[config.mk]
export PLATFORM = sky130hd
export DESIGN_NAME = dna_kmer_rolling_hasher_unit
export DESIGN_NICKNAME = d
export VERILOG_FILES = /design/src/sv/dkrh_pkg.sv /design/src/sv/dkrh_cell.sv /design/src/sv/dkrh_ctrl.sv /design/src/sv/dna_kmer_rolling_hasher_unit.sv
export SDC_FILE = /design/constraint.sdc
export NUM_CORES = 1
export LEC_CHECK = 0
export BUFFER_PORTS_ARGS = -buffer_cell sky130_fd_sc_hd__buf_4
export CAP_MARGIN = 20
export CELL_PAD_IN_SITES_DETAIL_PLACEMENT = 2
export CELL_PAD_IN_SITES_GLOBAL_PLACEMENT = 2
export CORE_ASPECT_RATIO = 0.9
export CORE_MARGIN = 3
export CORE_UTILIZATION = 42
export CTS_BUF_LIST = sky130_fd_sc_hd__clkbuf_8
export DETAILED_ROUTE_END_ITERATION = 10
export PLACE_DENSITY = 0.8
export RECOVER_POWER = 25
export SLEW_MARGIN = 10
export SYNTH_ARGS = -nofsm -noshare
export SYNTH_HDL_FRONTEND = slang
export SYNTH_SLANG_ARGS = --single-unit
[constraint.sdc]
create_clock -name clk -period 19.7 [get_ports clk]
set_clock_uncertainty 0.1 [all_clocks]
set_input_delay 0.985 -clock clk [delete_from_list [all_inputs] [get_ports clk]]
set_output_delay 0.985 -clock clk [all_outputs]
set_load 0.05 [all_outputs]
[src/sv/dkrh_pkg.sv]
package dkrh_pkg;

	localparam int MAX_KMER = 32;
	localparam int KLEN_W   = 6;
	localparam int STRIDE_W = 8;
	localparam int CHAR_W   = 8;
	localparam int RID_W    = 32;
	localparam int POS_W    = 16;
	localparam int CODE_W   = 2;
	localparam int HASH_W   = CODE_W * MAX_KMER;
	localparam int CFG_IDX_W = 1;

	localparam logic [KLEN_W-1:0]   KLEN_RESET   = KLEN_W'(16);
	localparam logic [STRIDE_W-1:0] STRIDE_RESET = STRIDE_W'(4);

	typedef enum logic [CFG_IDX_W-1:0] {
		REG_KMER_LENGTH = 1'b0,
		REG_SAVE_STRIDE = 1'b1
	} cfg_reg_t;

	typedef enum logic {
		STATUS_KMER    = 1'b0,
		STATUS_UNKNOWN = 1'b1
	} status_t;

	// per-beat control broadcast to every cell of the hash chain
	typedef struct packed {
		logic shift;
		logic clear;
	} cell_ctrl_t;

	typedef struct packed {
		status_t             status;
		logic [HASH_W-1:0]   kmer_hash;
		logic [RID_W-1:0]    read_id;
		logic [POS_W-1:0]    base_position;
	} result_t;

endpackage

[src/sv/dkrh_cell.sv]
module dkrh_cell (
	input  logic                        clk,
	input  logic                        arst_n,
	input  dkrh_pkg::cell_ctrl_t        ctrl,
	input  logic                        keep,
	input  logic [dkrh_pkg::CODE_W-1:0] din,
	output logic [dkrh_pkg::CODE_W-1:0] dout,
	output logic [dkrh_pkg::CODE_W-1:0] shifted
);

	logic [dkrh_pkg::CODE_W-1:0] base_q;

	// value this cell takes on a shift, zero beyond the k-mer length
	assign shifted = keep ? din : '0;
	assign dout    = base_q;

	always_ff @(posedge clk or negedge arst_n) begin
		if (!arst_n) begin
			base_q <= '0;
		end else if (ctrl.clear) begin
			base_q <= '0;
		end else if (ctrl.shift) begin
			base_q <= shifted;
		end
	end

endmodule

[src/sv/dkrh_ctrl.sv]
module dkrh_ctrl (
	input  logic                            clk,
	input  logic                            arst_n,
	input  logic                            cfg_we,
	input  logic [dkrh_pkg::CFG_IDX_W-1:0]  cfg_index,
	input  logic [dkrh_pkg::STRIDE_W-1:0]   cfg_data,
	input  logic                            fire,
	input  logic [dkrh_pkg::CHAR_W-1:0]     base_char,
	input  logic                            last_of_read,
	output dkrh_pkg::cell_ctrl_t            cell_ctrl,
	output logic [dkrh_pkg::CODE_W-1:0]     code,
	output logic [dkrh_pkg::KLEN_W-1:0]     k_eff,
	output logic                            res_valid,
	output dkrh_pkg::status_t               res_status,
	output logic [dkrh_pkg::POS_W-1:0]      res_position
);

	localparam logic [dkrh_pkg::KLEN_W-1:0] RUN_MAX = dkrh_pkg::KLEN_W'(dkrh_pkg::MAX_KMER);

	logic [dkrh_pkg::KLEN_W-1:0]   kmer_length_q;
	logic [dkrh_pkg::STRIDE_W-1:0] save_stride_q;
	logic [dkrh_pkg::KLEN_W-1:0]   valid_run_q;
	logic [dkrh_pkg::STRIDE_W-1:0] countdown_q;
	logic [dkrh_pkg::POS_W-1:0]    position_q;

	logic [dkrh_pkg::CHAR_W-1:0]   uc;
	logic                          is_base;
	logic                          is_amb;
	logic [dkrh_pkg::KLEN_W-1:0]   run_inc;
	logic                          full;
	logic [dkrh_pkg::STRIDE_W-1:0] cd_dec;
	logic [dkrh_pkg::STRIDE_W-1:0] stride_eff;
	logic                          emit;

	always_comb begin
		uc = base_char;
		if (base_char >= "a" && base_char <= "z") begin
			uc = base_char - dkrh_pkg::CHAR_W'(32);
		end
	end

	always_comb begin
		is_base = 1'b1;
		is_amb  = 1'b0;
		code    = '0;
		unique case (uc)
			"A": code = 2'd0;
			"C": code = 2'd1;
			"G": code = 2'd2;
			"T": code = 2'd3;
			"N", "X", "R", "Y", "M", "S", "K", "W", "B", "D", "H", "V", "*": begin
				is_base = 1'b0;
				is_amb  = 1'b1;
			end
			default: is_base = 1'b0;
		endcase
	end

	always_comb begin
		k_eff = kmer_length_q;
		if (kmer_length_q == '0) begin
			k_eff = dkrh_pkg::KLEN_W'(1);
		end else if (kmer_length_q > RUN_MAX) begin
			k_eff = RUN_MAX;
		end
	end

	assign stride_eff = (save_stride_q == '0) ? dkrh_pkg::STRIDE_W'(1) : save_stride_q;
	assign run_inc    = (valid_run_q >= RUN_MAX) ? RUN_MAX : valid_run_q + 1'b1;
	assign full       = run_inc >= k_eff;
	assign cd_dec     = countdown_q - 1'b1;
	assign emit       = is_base && full && (cd_dec == '0);

	assign cell_ctrl.shift = fire && is_base;
	assign cell_ctrl.clear = fire && (is_amb || last_of_read);

	assign res_valid    = emit || (!is_base && !is_amb);
	assign res_status   = is_base ? dkrh_pkg::STATUS_KMER : dkrh_pkg::STATUS_UNKNOWN;
	assign res_position = position_q;

	always_ff @(posedge clk or negedge arst_n) begin
		if (!arst_n) begin
			kmer_length_q <= dkrh_pkg::KLEN_RESET;
			save_stride_q <= dkrh_pkg::STRIDE_RESET;
		end else if (cfg_we) begin
			unique case (dkrh_pkg::cfg_reg_t'(cfg_index))
				dkrh_pkg::REG_KMER_LENGTH: kmer_length_q <= cfg_data[dkrh_pkg::KLEN_W-1:0];
				dkrh_pkg::REG_SAVE_STRIDE: save_stride_q <= cfg_data;
				default: ;
			endcase
		end
	end

	always_ff @(posedge clk or negedge arst_n) begin
		if (!arst_n) begin
			valid_run_q <= '0;
			countdown_q <= dkrh_pkg::STRIDE_W'(1);
			position_q  <= '0;
		end else if (fire) begin
			if (last_of_read) begin
				valid_run_q <= '0;
				countdown_q <= dkrh_pkg::STRIDE_W'(1);
				position_q  <= '0;
			end else begin
				position_q <= position_q + 1'b1;
				if (is_base) begin
					valid_run_q <= run_inc;
					if (full) begin
						countdown_q <= emit ? stride_eff : cd_dec;
					end
				end else if (is_amb) begin
					valid_run_q <= '0;
					countdown_q <= dkrh_pkg::STRIDE_W'(1);
				end
			end
		end
	end

endmodule

[src/sv/dna_kmer_rolling_hasher_unit.sv]
// a result beat is registered into the output register, or into the skid while the output is held
// throughput: one input beat per cycle while s_tready is high; the hash is a chain of 32 two-bit
// cells shifted together, counters update in the same cycle
// a two-entry output stage (register plus skid) keeps s_tready high while only one result waits
// reset (arst_n low): hash, run and position clear, stride countdown to one, registers to defaults
module dna_kmer_rolling_hasher_unit (
	input  logic                            clk,
	input  logic                            arst_n,
	input  logic                            cfg_we,
	input  logic [dkrh_pkg::CFG_IDX_W-1:0]  cfg_index,
	input  logic [dkrh_pkg::STRIDE_W-1:0]   cfg_data,
	input  logic                            s_tvalid,
	output logic                            s_tready,
	input  logic [39:0]                     s_tdata,  // base_char[7:0], read_id[39:8]
	input  logic                            s_tlast,  // last_of_read
	output logic                            m_tvalid,
	input  logic                            m_tready,
	output logic [111:0]                    m_tdata,  // kmer_hash[63:0], out_read_id[95:64],
	                                                  // base_position[111:96]
	output logic                            m_tuser   // status
);

	logic                            fire;
	dkrh_pkg::cell_ctrl_t            cell_ctrl;
	logic [dkrh_pkg::CODE_W-1:0]     code;
	logic [dkrh_pkg::KLEN_W-1:0]     k_eff;
	logic                            res_valid;
	dkrh_pkg::status_t               res_status;
	logic [dkrh_pkg::POS_W-1:0]      res_position;

	logic [dkrh_pkg::HASH_W-1:0]     chain_q;
	logic [dkrh_pkg::HASH_W-1:0]     chain_shift;

	dkrh_pkg::result_t               res_new;
	dkrh_pkg::result_t               out_q;
	dkrh_pkg::result_t               skid_q;
	logic                            out_valid_q;
	logic                            skid_valid_q;
	logic                            push;
	logic                            out_free;

	assign s_tready = !skid_valid_q;
	assign fire     = s_tvalid && s_tready;

	dkrh_ctrl u_ctrl (
		.clk          (clk),
		.arst_n       (arst_n),
		.cfg_we       (cfg_we),
		.cfg_index    (cfg_index),
		.cfg_data     (cfg_data),
		.fire         (fire),
		.base_char    (s_tdata[7:0]),
		.last_of_read (s_tlast),
		.cell_ctrl    (cell_ctrl),
		.code         (code),
		.k_eff        (k_eff),
		.res_valid    (res_valid),
		.res_status   (res_status),
		.res_position (res_position)
	);

	for (genvar i = 0; i < dkrh_pkg::MAX_KMER; i++) begin : g_cell
		localparam logic [dkrh_pkg::KLEN_W-1:0] IDX = dkrh_pkg::KLEN_W'(i);
		logic [dkrh_pkg::CODE_W-1:0] din;
		if (i == 0) begin : g_head
			assign din = code;
		end else begin : g_link
			assign din = chain_q[dkrh_pkg::CODE_W*(i-1) +: dkrh_pkg::CODE_W];
		end
		dkrh_cell u_cell (
			.clk     (clk),
			.arst_n  (arst_n),
			.ctrl    (cell_ctrl),
			.keep    (IDX < k_eff),
			.din     (din),
			.dout    (chain_q[dkrh_pkg::CODE_W*i +: dkrh_pkg::CODE_W]),
			.shifted (chain_shift[dkrh_pkg::CODE_W*i +: dkrh_pkg::CODE_W])
		);
	end

	always_comb begin
		res_new.status        = res_status;
		res_new.kmer_hash     = (res_status == dkrh_pkg::STATUS_KMER) ? chain_shift : '0;
		res_new.read_id       = s_tdata[39:8];
		res_new.base_position = res_position;
	end

	assign push     = fire && res_valid;
	assign out_free = !out_valid_q || m_tready;

	always_ff @(posedge clk or negedge arst_n) begin
		if (!arst_n) begin
			out_valid_q  <= 1'b0;
			skid_valid_q <= 1'b0;
		end else if (out_free) begin
			if (skid_valid_q) begin
				out_valid_q  <= 1'b1;
				skid_valid_q <= push;
			end else begin
				out_valid_q  <= push;
			end
		end else if (push) begin
			skid_valid_q <= 1'b1;
		end
	end

	always_ff @(posedge clk) begin
		if (out_free) begin
			if (skid_valid_q) begin
				out_q <= skid_q;
				if (push) begin
					skid_q <= res_new;
				end
			end else if (push) begin
				out_q <= res_new;
			end
		end else if (push) begin
			skid_q <= res_new;
		end
	end

	assign m_tvalid = out_valid_q;
	assign m_tuser  = out_q.status;
	assign m_tdata  = {out_q.base_position, out_q.read_id, out_q.kmer_hash};

endmodule

After elaboration in Yosys (flattened, before gate mapping)
Index checks and enable logic that the tools add are counted.
{"block": "totals", "regBits": 334, "input_bits": 55, "elab_cells": 258}
{"block": "op_classes", "n_addsub": 4, "n_lt_le_gt_ge": 37, "n_eq_ne": 19, "mux": 122, "bitwise_logic": 1, "reduce_logical": 29}
{"op": "$mux 113", "n": 5}
{"op": "$mux 2", "n": 94}
{"op": "$eq 8x7->1 const B", "n": 16}
{"op": "$lt 5x6->1 const A", "n": 16}
{"op": "$mux 64", "n": 1}
{"op": "$mux 8", "n": 7}
{"op": "$lt 4x6->1 const A", "n": 8}
{"op": "$mux 6", "n": 6}
{"op": "$lt 3x6->1 const A", "n": 4}
{"op": "$add 16x1->16 const B", "n": 1}
{"op": "$logic_not 8->1", "n": 2}
{"op": "$mux 16", "n": 1}
{"op": "$reduce_or 13->1", "n": 1}
{"op": "$lt 1x6->1 const A", "n": 2}
{"op": "$lt 2x6->1 const A", "n": 2}
{"op": "$eq 8x6->1 const B", "n": 1}
{"op": "$ge 8x7->1 const B", "n": 1}
{"op": "$le 8x7->1 const B", "n": 1}
{"op": "$logic_and 1x1->1", "n": 8}
{"op": "$reduce_and 2->1", "n": 4}
{"op": "$sub 8x1->8 const B", "n": 1}
{"op": "$sub 8x6->8 const B", "n": 1}
{"op": "$mux 1", "n": 7}
{"op": "$add 6x1->6 const B", "n": 1}
{"op": "14 further kinds", "n": 21}

Logic depth before layout (Yosys ltp)
Gate-level depths: netlist (run 1).
{"block": "depth", "word_depth": 13, "ltp_mapped": 12}

Modules after synthesis
A second synthesis (run 1) with hierarchy kept.
{"block": "hier_totals", "hier_cells": 1031, "hier_area_um2": 15118.2}
{"module": "dna_kmer_rolling_hasher_unit", "n_inst": 1, "cells_per_inst": 497, "area_per_inst_um2": 9190.1}
{"module": "dkrh_cell", "n_inst": 32, "cells_per_inst": 8, "area_per_inst_um2": 100.1}
{"module": "dkrh_ctrl", "n_inst": 1, "cells_per_inst": 278, "area_per_inst_um2": 2725.1}

Worst setup path after synthesis (run 1)
No wires, ideal clock.
{"block": "synth_timing", "path_kind": "input port to flip-flop", "startpoint": "input port s_tdata[3]", "endpoint": "register skid_q[0] (netlist name), enable pin", "t_arrival_ps": 14039, "path_slack_ps": 4660, "stages": 6, "n_path_buf": 1, "cell_sequence": "buf_2 -> or4_1 -> o221a_1 -> a221o_1 -> and4_4 -> nor4b_1"}
{"item": "start, declared", "line_no": "dna_kmer_rolling_hasher_unit.sv:14", "rtl": "input logic [39:0] s_tdata,"}
{"item": "end signal, assigned", "line_no": "dna_kmer_rolling_hasher_unit.sv:112", "rtl": "skid_q <= res_new;"}
{"item": "end signal, assigned", "line_no": "dna_kmer_rolling_hasher_unit.sv:118", "rtl": "skid_q <= res_new;"}
{"item": "end, declared", "line_no": "dna_kmer_rolling_hasher_unit.sv:36", "rtl": "dkrh_pkg::result_t skid_q;"}

==> results of run 1 <==
sequential cells by signal (all words and copies together), names as in the netlist:
name,count
u_ctrl.countdown_q,8
u_ctrl.res_position,16
m_tdata,112
m_tvalid,1
skid_q,113
skid_valid_q,1
m_tuser,1
u_ctrl.valid_run_q,6
u_ctrl.kmer_length_q,6
g_cell.u_cell.dout,62
u_ctrl.save_stride_q,8
metal layers:
layer | routed length [µm] | part of all wire, %
met4 | 900 | 2.1
met1 | 18330 | 43
met5 | 0 | 0
met2 | 21690 | 50
met3 | 2135 | 5.0
worst paths after layout:
kind	end	cells past startpoint
setup / recovery	g_cell[0].u_cell.dout[1]	2
hold / removal	g_cell[8].u_cell.dout[1]	1
setup reg to reg	m_tdata[70]	9
hold reg to reg	g_cell[8].u_cell.dout[1]	1
max in group clk	m_tdata[70]	9
min in group asynchronous	g_cell[16].u_cell.dout[0]	1
cells by family after synthesis:
group | after synthesis | synth area share (%)
AND/OR/NAND/NOR | 297 | 9.881
buffers and inverters | 81 | 2.427
XOR/XNOR | 14 | 0.8843
AO/OA/AOI/OAI | 195 | 10.53
flip-flops | 334 | 68.46
adder cells (fa/ha/maj) | 12 | 1.083
multiplexers | 83 | 6.732
power by group:
group / leakage (nW) / internal [mW] / switching (mW)
registers: 3.62 / 0.806 / 0.0323
logic: 2.22 / 0.0707 / 0.188
clock network: 0.652 / 0.318 / 0.291
cells in the final DEF (no fill, tap or decap), drive strengths merged, types with 3 or more instances in the layout:
master	count
a32o	18
dfrtp	105
nand4	4
o211ai	3
nor4	5
o21ai	41
nand2b	6
a21o	3
dfstp	3
a21oi	18
nor2b	9
a211oi	5
xnor2	7
and4	3
inv	47
nor3	6
or2	4
nand2	122
a22o	11
o31ai	36
and2	7
a31oi	4
clkinv	6
and3	23
ha	12
mux2	82
nor2	75
o2bb2ai	38
nand3	17
clkbuf	111
xor2	7
buf	140
edfxtp	226
or3	5
worst reg2reg max path, delay by kind of cell, from the launching register on:
kind            cells  cell delay [ns]
buf+inv             3             1.48
compound gates      4             1.05
flops               1             0.50
simple gates        1             0.80
fa+ha+maj           1             0.51
final cells by class:
cell class	count	area, µm²
Clock inverter	31	133.9
Fill cell	3104	15690
Inverter	23	86.33
Timing Repair Buffer	181	1255
Tap cell	416	520.5
Sequential cell	334	9493
Multi-Input combinational cell	601	4050
Clock buffer	70	963.4
==> results.py, run 1 <==
metrics = {
    "global_routing": {
        "grt-busiest-layer": "met2",
        "grt_remaining_overflow": 0,
        "antenna_found_initial": 0,
        "grtUsageTotal_pct": 24.51,
        "grt_pass1_vias": 10400,
        "grt_pass1_wl_um": 65520,
        "grt_start_max_net_pins": 93,
        "grtUsageMet3_pct": 4.419,
        "grt_util_met1_pct": 32.04,
        "grt_use_met2_pct": 42.51,
    },
    "floorplanning": {
        "die_h_um": 178.4,
        "rows": 62,
        "initial_core_util_pct": 43.07,
        "dieArea_mm2": 0.03523,
        "coreArea_mm2": 0.03219,
        "die_w_um": 197.5,
        "io_pins": 170,
    },
    "synthesis": {
        "synthTopCellsByArea": "edfxtp_1 49%, dfrtp_1 19%, mux2_2 6.7%",
        "yosysMostFrequentCell": "edfxtp_1",
        "ys_async_sr_fraction_pct": 32.34,
        "synth_seq_area_share_pct": 68.46,
        "synth_cell_types": 65,
        "ys.flop_type": "edfxtp_1",
        "syn_avg_cell_area_um2": 13.65,
        "synth-edff-count": 226,
        "syn_inst": 1016,
        "synth_warnings": 0,
        "ys_seq_elements": 334,
        "netlist_top_cells_count": "226 x edfxtp_1, 122 x nand2_1, 105 x dfrtp_1, 82 x mux2_2, 75 x nor2_1",
        "yosys.area.top_type": "edfxtp_1",
        "syn_area_mm2": 0.01387,
        "synth_top_area_share_pct": 48.94,
        "syn_nets": 1083,
    },
    "sta": {
        "drv_slew": 154,
        "finalSetupViolCount": 0,
        "worst_slack_ns": 13.64,
        "hold_violations": 0,
        "rsz0062_at_grt": "false",
        "fin_crit_ns": 6.064,
        "max_freq_ghz": 0.1649,
        "slew_headroom_pct": -176.9,
        "fin_crit_sh_pct": 30.78,
        "hold_ws_ns": 0.3963,
        "tns_ns": 0,
        "worst_pin_slew_ns": 4.154,
    },
    "job": {
        "max_cap_viol_count": 3,
    },
    "clock_network": {
        "hold_buffers": 0,
        "cts_made_buffers": 54,
        "clockBufferDepth": 3,
        "cts_setup_buffers": 0,
        "clkSinkCount": 334,
        "post_cts_resized": 0,
        "clock_latency_ns": 0.62,
        "clkTransAtPathRegs_ns": 0.07,
        "root_buffer": "clkbuf_8",
        "cts_tree": "yes",
        "htreeDepth": 2,
    },
    "worst_setup_path": {
        "r2r_start": "u_ctrl.kmer_length_q[5]",
        "cp-start-kind": "primary input",
        "path_delay_family": "buffers and inverters",
        "crit_type": "primary input to async pin",
        "cp_slowest_stage_delay_ns": 3.03,
        "crit_fanout": 70,
        "end_kind": "async pin",
        "r2r_slack_ns": 14.89,
        "worstPathRequired_ns": 19.32,
        "path_buf_inv": 2,
        "cp_common_cell": "clkbuf_1",
        "cp-startpoint": "arst_n",
        "critical_path_arrival_ns": 5.69,
        "worstPathCellList": "clkbuf_1, clkbuf_1",
        "crit_path_top_delay_cell": "clkbuf_1",
    },
    "placement": {
        "gp_congestion": 0.8063,
        "io_buffer_count": 169,
        "dpl.hpwl_um": 27980,
        "pre_cts_ws_ns": 14.63,
        "placed_cells": 1554,
        "place_area_mm2": 0.01551,
    },
    "route": {
        "drc": 0,
        "vias": 9309,
        "wl_um": 43060,
        "viasPerCell": 5.621,
        "firstDrtPassIters": 5,
        "wl_per_cell_um": 26.00,
        "drt_iter0_markers": 583,
        "final_antenna_net_count": 0,
    },
    "power_and_ir_drop": {
        "ir_worst_vdd_mv": 0.04680,
        "total_power_mw": 1.705,
        "p_leak_nw": 6.490,
        "powerDensity_mw_per_mm2": 103.3,
    },
    "final_layout": {
        "instances_no_fill": 1656,
        "drive_gt1_share_pct": 25.32,
        "diodes": 0,
        "design_area_mm2": 0.01650,
        "areaGrowthSynthToFinish_pct": 19.01,
        "fin_util_pct": 51.26,
        "nets": 1262,
    },
    "outcome": {
        "violations": "capacitance limit, slew limit",
        "status": "complete, but fails checks",
    },
    "worst_hold_path": {
        "hp-class": "register to register",
        "hp-start": "g_cell[8].u_cell.dout[1]",
    },
}
(Power assumes the default switching activity.)
==> run 2, diff against run 1 <==
ABC_AREA = 1   (was not set)
CORE_UTILIZATION = 39   (was 42)
clock period = 6.3 ns   (was 19.7 ns; I/O delays follow)
==> results.py, run 2 <==
metrics = {
    "outcome": {
        "status": "complete, but fails checks",
        "violations": "capacitance limit, slew limit",
    },
    "route": {
        "firstDrtPassIters": 5,
        "drc": 0,
        "viasPerCell": 5.157,
        "wl_per_cell_um": 22.25,
        "wl_um": 48510,
        "final_antenna_net_count": 0,
        "drt_iter0_markers": 587,
        "vias": 11240,
    },
    "synthesis": {
        "synth_cell_types": 40,
        "synth-edff-count": 226,
        "yosysMostFrequentCell": "nand2_1",
        "synth_seq_area_share_pct": 65.50,
        "ys_seq_elements": 334,
        "syn_area_mm2": 0.01449,
        "ys.flop_type": "edfxtp_1",
        "syn_avg_cell_area_um2": 10.07,
        "syn_nets": 1506,
        "synth_warnings": 0,
        "yosys.area.top_type": "edfxtp_1",
        "synthTopCellsByArea": "edfxtp_1 47%, dfrtp_1 18%, nand2_1 8.9%",
        "synth_top_area_share_pct": 46.83,
        "ys_async_sr_fraction_pct": 32.34,
        "syn_inst": 1439,
        "netlist_top_cells_count": "344 x nand2_1, 226 x edfxtp_1, 198 x inv_1, 120 x nor2_1, 113 x o21ai_0",
    },
    "clock_network": {
        "cts_setup_buffers": 0,
        "clock_latency_ns": 0.63,
        "cts_made_buffers": 55,
        "clockBufferDepth": 3,
        "htreeDepth": 2,
        "cts_tree": "yes",
        "hold_buffers": 42,
        "post_cts_resized": 0,
        "clkTransAtPathRegs_ns": 0.07,
        "clkSinkCount": 334,
        "root_buffer": "clkbuf_8",
    },
    "power_and_ir_drop": {
        "p_leak_nw": 7.495,
        "powerDensity_mw_per_mm2": 318.0,
        "total_power_mw": 5.478,
        "ir_worst_vdd_mv": 0.1578,
    },
    "sta": {
        "hold_ws_ns": 0.1480,
        "slew_headroom_pct": -90.78,
        "fin_crit_sh_pct": 71.40,
        "drv_slew": 47,
        "tns_ns": 0,
        "worst_slack_ns": 1.802,
        "max_freq_ghz": 0.2223,
        "rsz0062_at_grt": "false",
        "hold_violations": 0,
        "fin_crit_ns": 4.498,
        "worst_pin_slew_ns": 2.862,
        "finalSetupViolCount": 0,
    },
    "worst_setup_path": {
        "critical_path_arrival_ns": 4.62,
        "path_buf_inv": 5,
        "path_delay_family": "simple AND/OR/NAND/NOR gates",
        "crit_fanout": 67,
        "r2r_start": "u_ctrl.kmer_length_q[1]",
        "cp-start-kind": "register",
        "r2r_slack_ns": 1.80,
        "cp-startpoint": "u_ctrl.kmer_length_q[1]",
        "crit_path_top_delay_cell": "buf_4",
        "worstPathCellList": "inv_1, nor2_1, inv_1, ha_1, inv_1, nor2_1, o211ai_1, nand3_1, nand2_1, nand3b_1, inv_1, nand2_1, nand2_1, nand2_1, a21oi_4, buf_4",
        "cp.depth": 16,
        "r2r-end": "m_tdata[44]",
        "end_kind": "register",
        "endpoint": "m_tdata[44]",
        "cp_slowest_stage_delay_ns": 0.67,
        "crit_type": "register to register",
        "worstPathRequired_ns": 6.42,
        "r2r_cells": 16,
    },
    "floorplanning": {
        "die_w_um": 209.2,
        "initial_core_util_pct": 39.80,
        "dieArea_mm2": 0.03951,
        "io_pins": 170,
        "rows": 66,
        "coreArea_mm2": 0.03642,
        "die_h_um": 188.9,
    },
    "worst_hold_path": {
        "holdPathStages": 4,
        "hp-class": "primary input to register",
    },
    "final_layout": {
        "fillerInstances": 3887,
        "layout_commonest_cell": "nand2_1",
        "final_cell_mix": "345 x nand2_1, 226 x edfxtp_1, 223 x inv_1, 120 x nor2_1, 113 x o21ai_0",
        "instances_no_fill": 2180,
        "areaGrowthSynthToFinish_pct": 18.87,
        "nets": 1725,
        "seq_area_mm2": 0.009497,
        "fin_util_pct": 47.31,
        "multiInputGateArea_mm2": 0.003908,
        "drive_gt1_share_pct": 10.39,
        "design_area_mm2": 0.01723,
        "largest_reg_flops": 113,
        "top_register": "skid_q",
        "diodes": 0,
    },
    "placement": {
        "pre_cts_ws_ns": 1.944,
        "io_buffer_count": 169,
        "dpl.hpwl_um": 28090,
        "placed_cells": 2034,
        "gp_congestion": 0.8040,
        "place_area_mm2": 0.01614,
    },
    "global_routing": {
        "grt_pass1_wl_um": 75130,
        "grt_start_max_net_pins": 104,
        "antenna_found_initial": 0,
        "grtUsageTotal_pct": 24.27,
        "grt_pass1_vias": 12580,
        "grt_remaining_overflow": 0,
    },
    "job": {
        "max_cap_viol_count": 1,
    },
}
-- run 2: report_power, final --
part,internal [mW],leakage (nW),switching [mW]
clock network,0.960,0.636,0.969
registers,2.54,3.63,0.0791
logic,0.179,3.23,0.749
-- run 2: cell type report --
class	count	share of cell area (%)
clock buffers	60	4.793
clock inverters	43	1.336
inverters	203	4.423
multi-input cells	841	22.68
flip-flops and latches	334	55.12
well taps	476	3.457
repair buffers	223	8.185
-- run 2: routing by layer --
metal,routed length (µm),vias up,global-route usage [%]
li1,-,5166,-
met5,0,-,0
met4,1688,0,8.911
met1,19950,5709,29.94
met3,1740,101,3.363
met2,25130,267,43.50
-- run 2: worst reg2reg max path, delay by kind of cell, from the launching register on --
family                     cells  cell delay [ns]
AOI/OAI and AO/OA              2             0.33
DFF                            1             0.51
and+or+nand+nor                8             1.63
buffers and inverters          5             1.12
adders and majority gates      1             0.32
-- run 2: worst min path at each step --
stage / slack, ns / startpoint / to
2_1_floorplan: -0.08 / arst_n / g_cell[0].u_cell.dout[0]
3_3_place_gp: 0.29 / arst_n / u_ctrl.res_position[5]
5_1_grt: 0.18 / cfg_index / u_ctrl.kmer_length_q[4]
6_report: 0.15 / s_tdata[4] / skid_q[49]
4_1_cts: 0.11 / s_tlast / u_ctrl.countdown_q[0]
3_5_place_dp: 0.29 / arst_n / u_ctrl.res_position[6]
-- run 2: cell families (layout without fill, tap and decap cells) --
kind of cell    Yosys count  in the layout  share of synthesized area (%)
simple gates            608            608                          17.78
flops                   334            334                          65.50
buf+inv                 264            529                          7.597
compound gates          213            213                          7.563
fa+ha+maj                12             12                          1.036
xor+xnor                  6              6                         0.3626
mux                       2              2                         0.1554
==> run 3, diff against run 2 <==
ABC_AREA = 0   (was 1)
CORE_UTILIZATION = 42   (was 39)
clock period = 4.42 ns   (was 6.3 ns; I/O delays follow)
==> results.py, run 3 (synthesized netlist as in run 1, its figures left out) <==
metrics = {
    "power_and_ir_drop": {
        "powerDensity_mw_per_mm2": 452.4,
        "p_leak_nw": 6.633,
        "combinationalPowerShare_pct": 15.7,
        "ir_worst_vdd_mv": 0.2067,
        "share_seq_of_total_power_pct": 48.5,
        "total_power_mw": 7.688,
        "p_sw_share_pct": 30.62,
        "p_clk_share_pct": 35.8,
        "power.internal_mw": 5.334,
        "p_switching_mw": 2.354,
    },
    "clock_network": {
        "cts_tree": "yes",
        "root_buffer": "clkbuf_8",
        "hold_buffers": 49,
        "cts_made_buffers": 55,
        "clockBufferDepth": 3,
        "post_cts_resized": 0,
        "htreeDepth": 2,
        "clock_latency_ns": 0.62,
        "clkSinkCount": 334,
        "cts_setup_buffers": 0,
        "clkTransAtPathRegs_ns": 0.06,
    },
    "floorplanning": {
        "io_pins": 170,
        "die_h_um": 178.4,
        "coreArea_mm2": 0.03219,
        "initial_core_util_pct": 43.07,
        "dieArea_mm2": 0.03523,
        "rows": 62,
        "die_w_um": 197.5,
    },
    "worst_setup_path": {
        "end_kind": "register",
        "crit_fanout": 86,
        "cp-start-kind": "register",
        "crit_type": "register to register",
        "crit_path_top_delay_cell": "dfrtp_1",
        "cp_slowest_stage_delay_ns": 0.69,
        "worstPathCellList": "nor3_1, a21oi_2, nor2_1, ha_1, nand2b_1, a211oi_1, o21ai_2, a21o_1, a31oi_1, nor2b_4, buf_12",
        "critical_path_arrival_ns": 3.63,
        "worstPathRequired_ns": 4.56,
    },
    "global_routing": {
        "grt_pass1_wl_um": 69010,
        "grt_pass1_vias": 10810,
        "grt_start_max_net_pins": 87,
        "grt_remaining_overflow": 0,
        "antenna_found_initial": 0,
        "grtUsageTotal_pct": 25.77,
    },
    "sta": {
        "worst_pin_slew_ns": 3.237,
        "max_freq_ghz": 0.2867,
        "rsz0062_at_grt": "false",
        "fin_crit_ns": 3.488,
        "fin_crit_sh_pct": 78.91,
        "finalSetupViolCount": 0,
        "hold_violations": 0,
        "tns_ns": 0,
        "drv_slew": 55,
        "slew_headroom_pct": -115.8,
        "hold_ws_ns": 0.05112,
    },
    "placement": {
        "gp_congestion": 0.7968,
        "place_area_mm2": 0.01559,
        "io_buffer_count": 169,
        "dpl.hpwl_um": 27600,
    },
    "final_layout": {
        "largest_reg_flops": 113,
        "design_area_mm2": 0.01699,
        "nets": 1316,
        "drive_gt1_share_pct": 24.07,
        "layout_commonest_cell": "edfxtp_1",
        "top_register": "skid_q",
        "diodes": 0,
        "fin_util_pct": 52.78,
        "areaGrowthSynthToFinish_pct": 22.55,
        "final_cell_mix": "226 x edfxtp_1, 122 x nand2_1, 120 x buf_4, 104 x dfrtp_1, 82 x mux2_2",
    },
    "route": {
        "vias": 9683,
        "final_antenna_net_count": 0,
        "firstDrtPassIters": 5,
        "drt_iter0_markers": 622,
        "wl_per_cell_um": 26.58,
        "viasPerCell": 5.656,
        "drc": 0,
        "wl_um": 45500,
    },
    "outcome": {
        "status": "complete, but fails checks",
        "violations": "capacitance limit, slew limit",
    },
    "worst_hold_path": {
        "hp-class": "primary input to register",
    },
    "job": {
        "max_cap_viol_count": 1,
    },
}
run 3: area by class of cell:
class                   count  area, µm²
well taps                 416      520.5
multi-input cells         601       4080
repair buffers            234       1708
clock inverters            39      205.2
clock buffers              65      894.6
fillers                  3028      15200
inverters                  23      87.58
flip-flops and latches    334       9497
run 3: per-layer routing:
| layer | up-vias | wire (µm) | global-route usage (%) | part of all wire [%] |
|---|---|---|---|---|
| met5 | - | 0 | 0 | 0 |
| met4 | 0 | 1007 | 6.486 | 2.2 |
| met3 | 70 | 2013 | 4.136 | 4.4 |
| met2 | 283 | 23490 | 46.33 | 52 |
| met1 | 5052 | 18990 | 32.78 | 42 |
| li1 | 4278 | - | - | - |
run 3: through the flow:
| stage | worst slack, ns | std cells |
|---|---|---|
| global route | 0.4725 | 1712 |
| floorplan | -1.475 | 1016 |
| finish | 0.9320 | 1712 |
| CTS | 1.005 | 1711 |
| detailed placement | 1.036 | 1558 |
| global placement | 1.162 | 1558 |
run 3: worst max-delay path, delay by kind of cell, from the launching register on:
family	cells	cell delay [ns]
flops	1	0.69
simple gates	4	0.53
buf+inv	1	0.39
fa+ha+maj	1	0.29
compound gates	5	1.02
run 3: path summary, 6_finish.rpt:
| kind | depth (start not counted) | slack, ns | start | to |
|---|---|---|---|---|
| max | 11 | 0.93 | u_ctrl.kmer_length_q[2] | m_tdata[51] |
| min | 5 | 0.05 | s_tdata[7] | u_ctrl.countdown_q[1] |
| max reg2reg | 11 | 0.93 | u_ctrl.kmer_length_q[2] | m_tdata[51] |
| min reg2reg | 1 | 0.39 | g_cell[30].u_cell.dout[1] | g_cell[30].u_cell.dout[1] |
| max in group asynchronous | 3 | 1.01 | arst_n | skid_valid_q |
| min in group asynchronous | 2 | 1.14 | arst_n | g_cell[14].u_cell.dout[0] |
run 3: power groups by stage:
stage	combinational [mW]	clock (mW)	sequential, mW
final	1.21	2.75	3.73
after global routing	1.28	2.94	3.74
after CTS	1.24	2.79	3.73
after detailed placement	1.19	0	3.78
after global placement	1.14	0	3.75
after floorplan	0.401	0	4.12
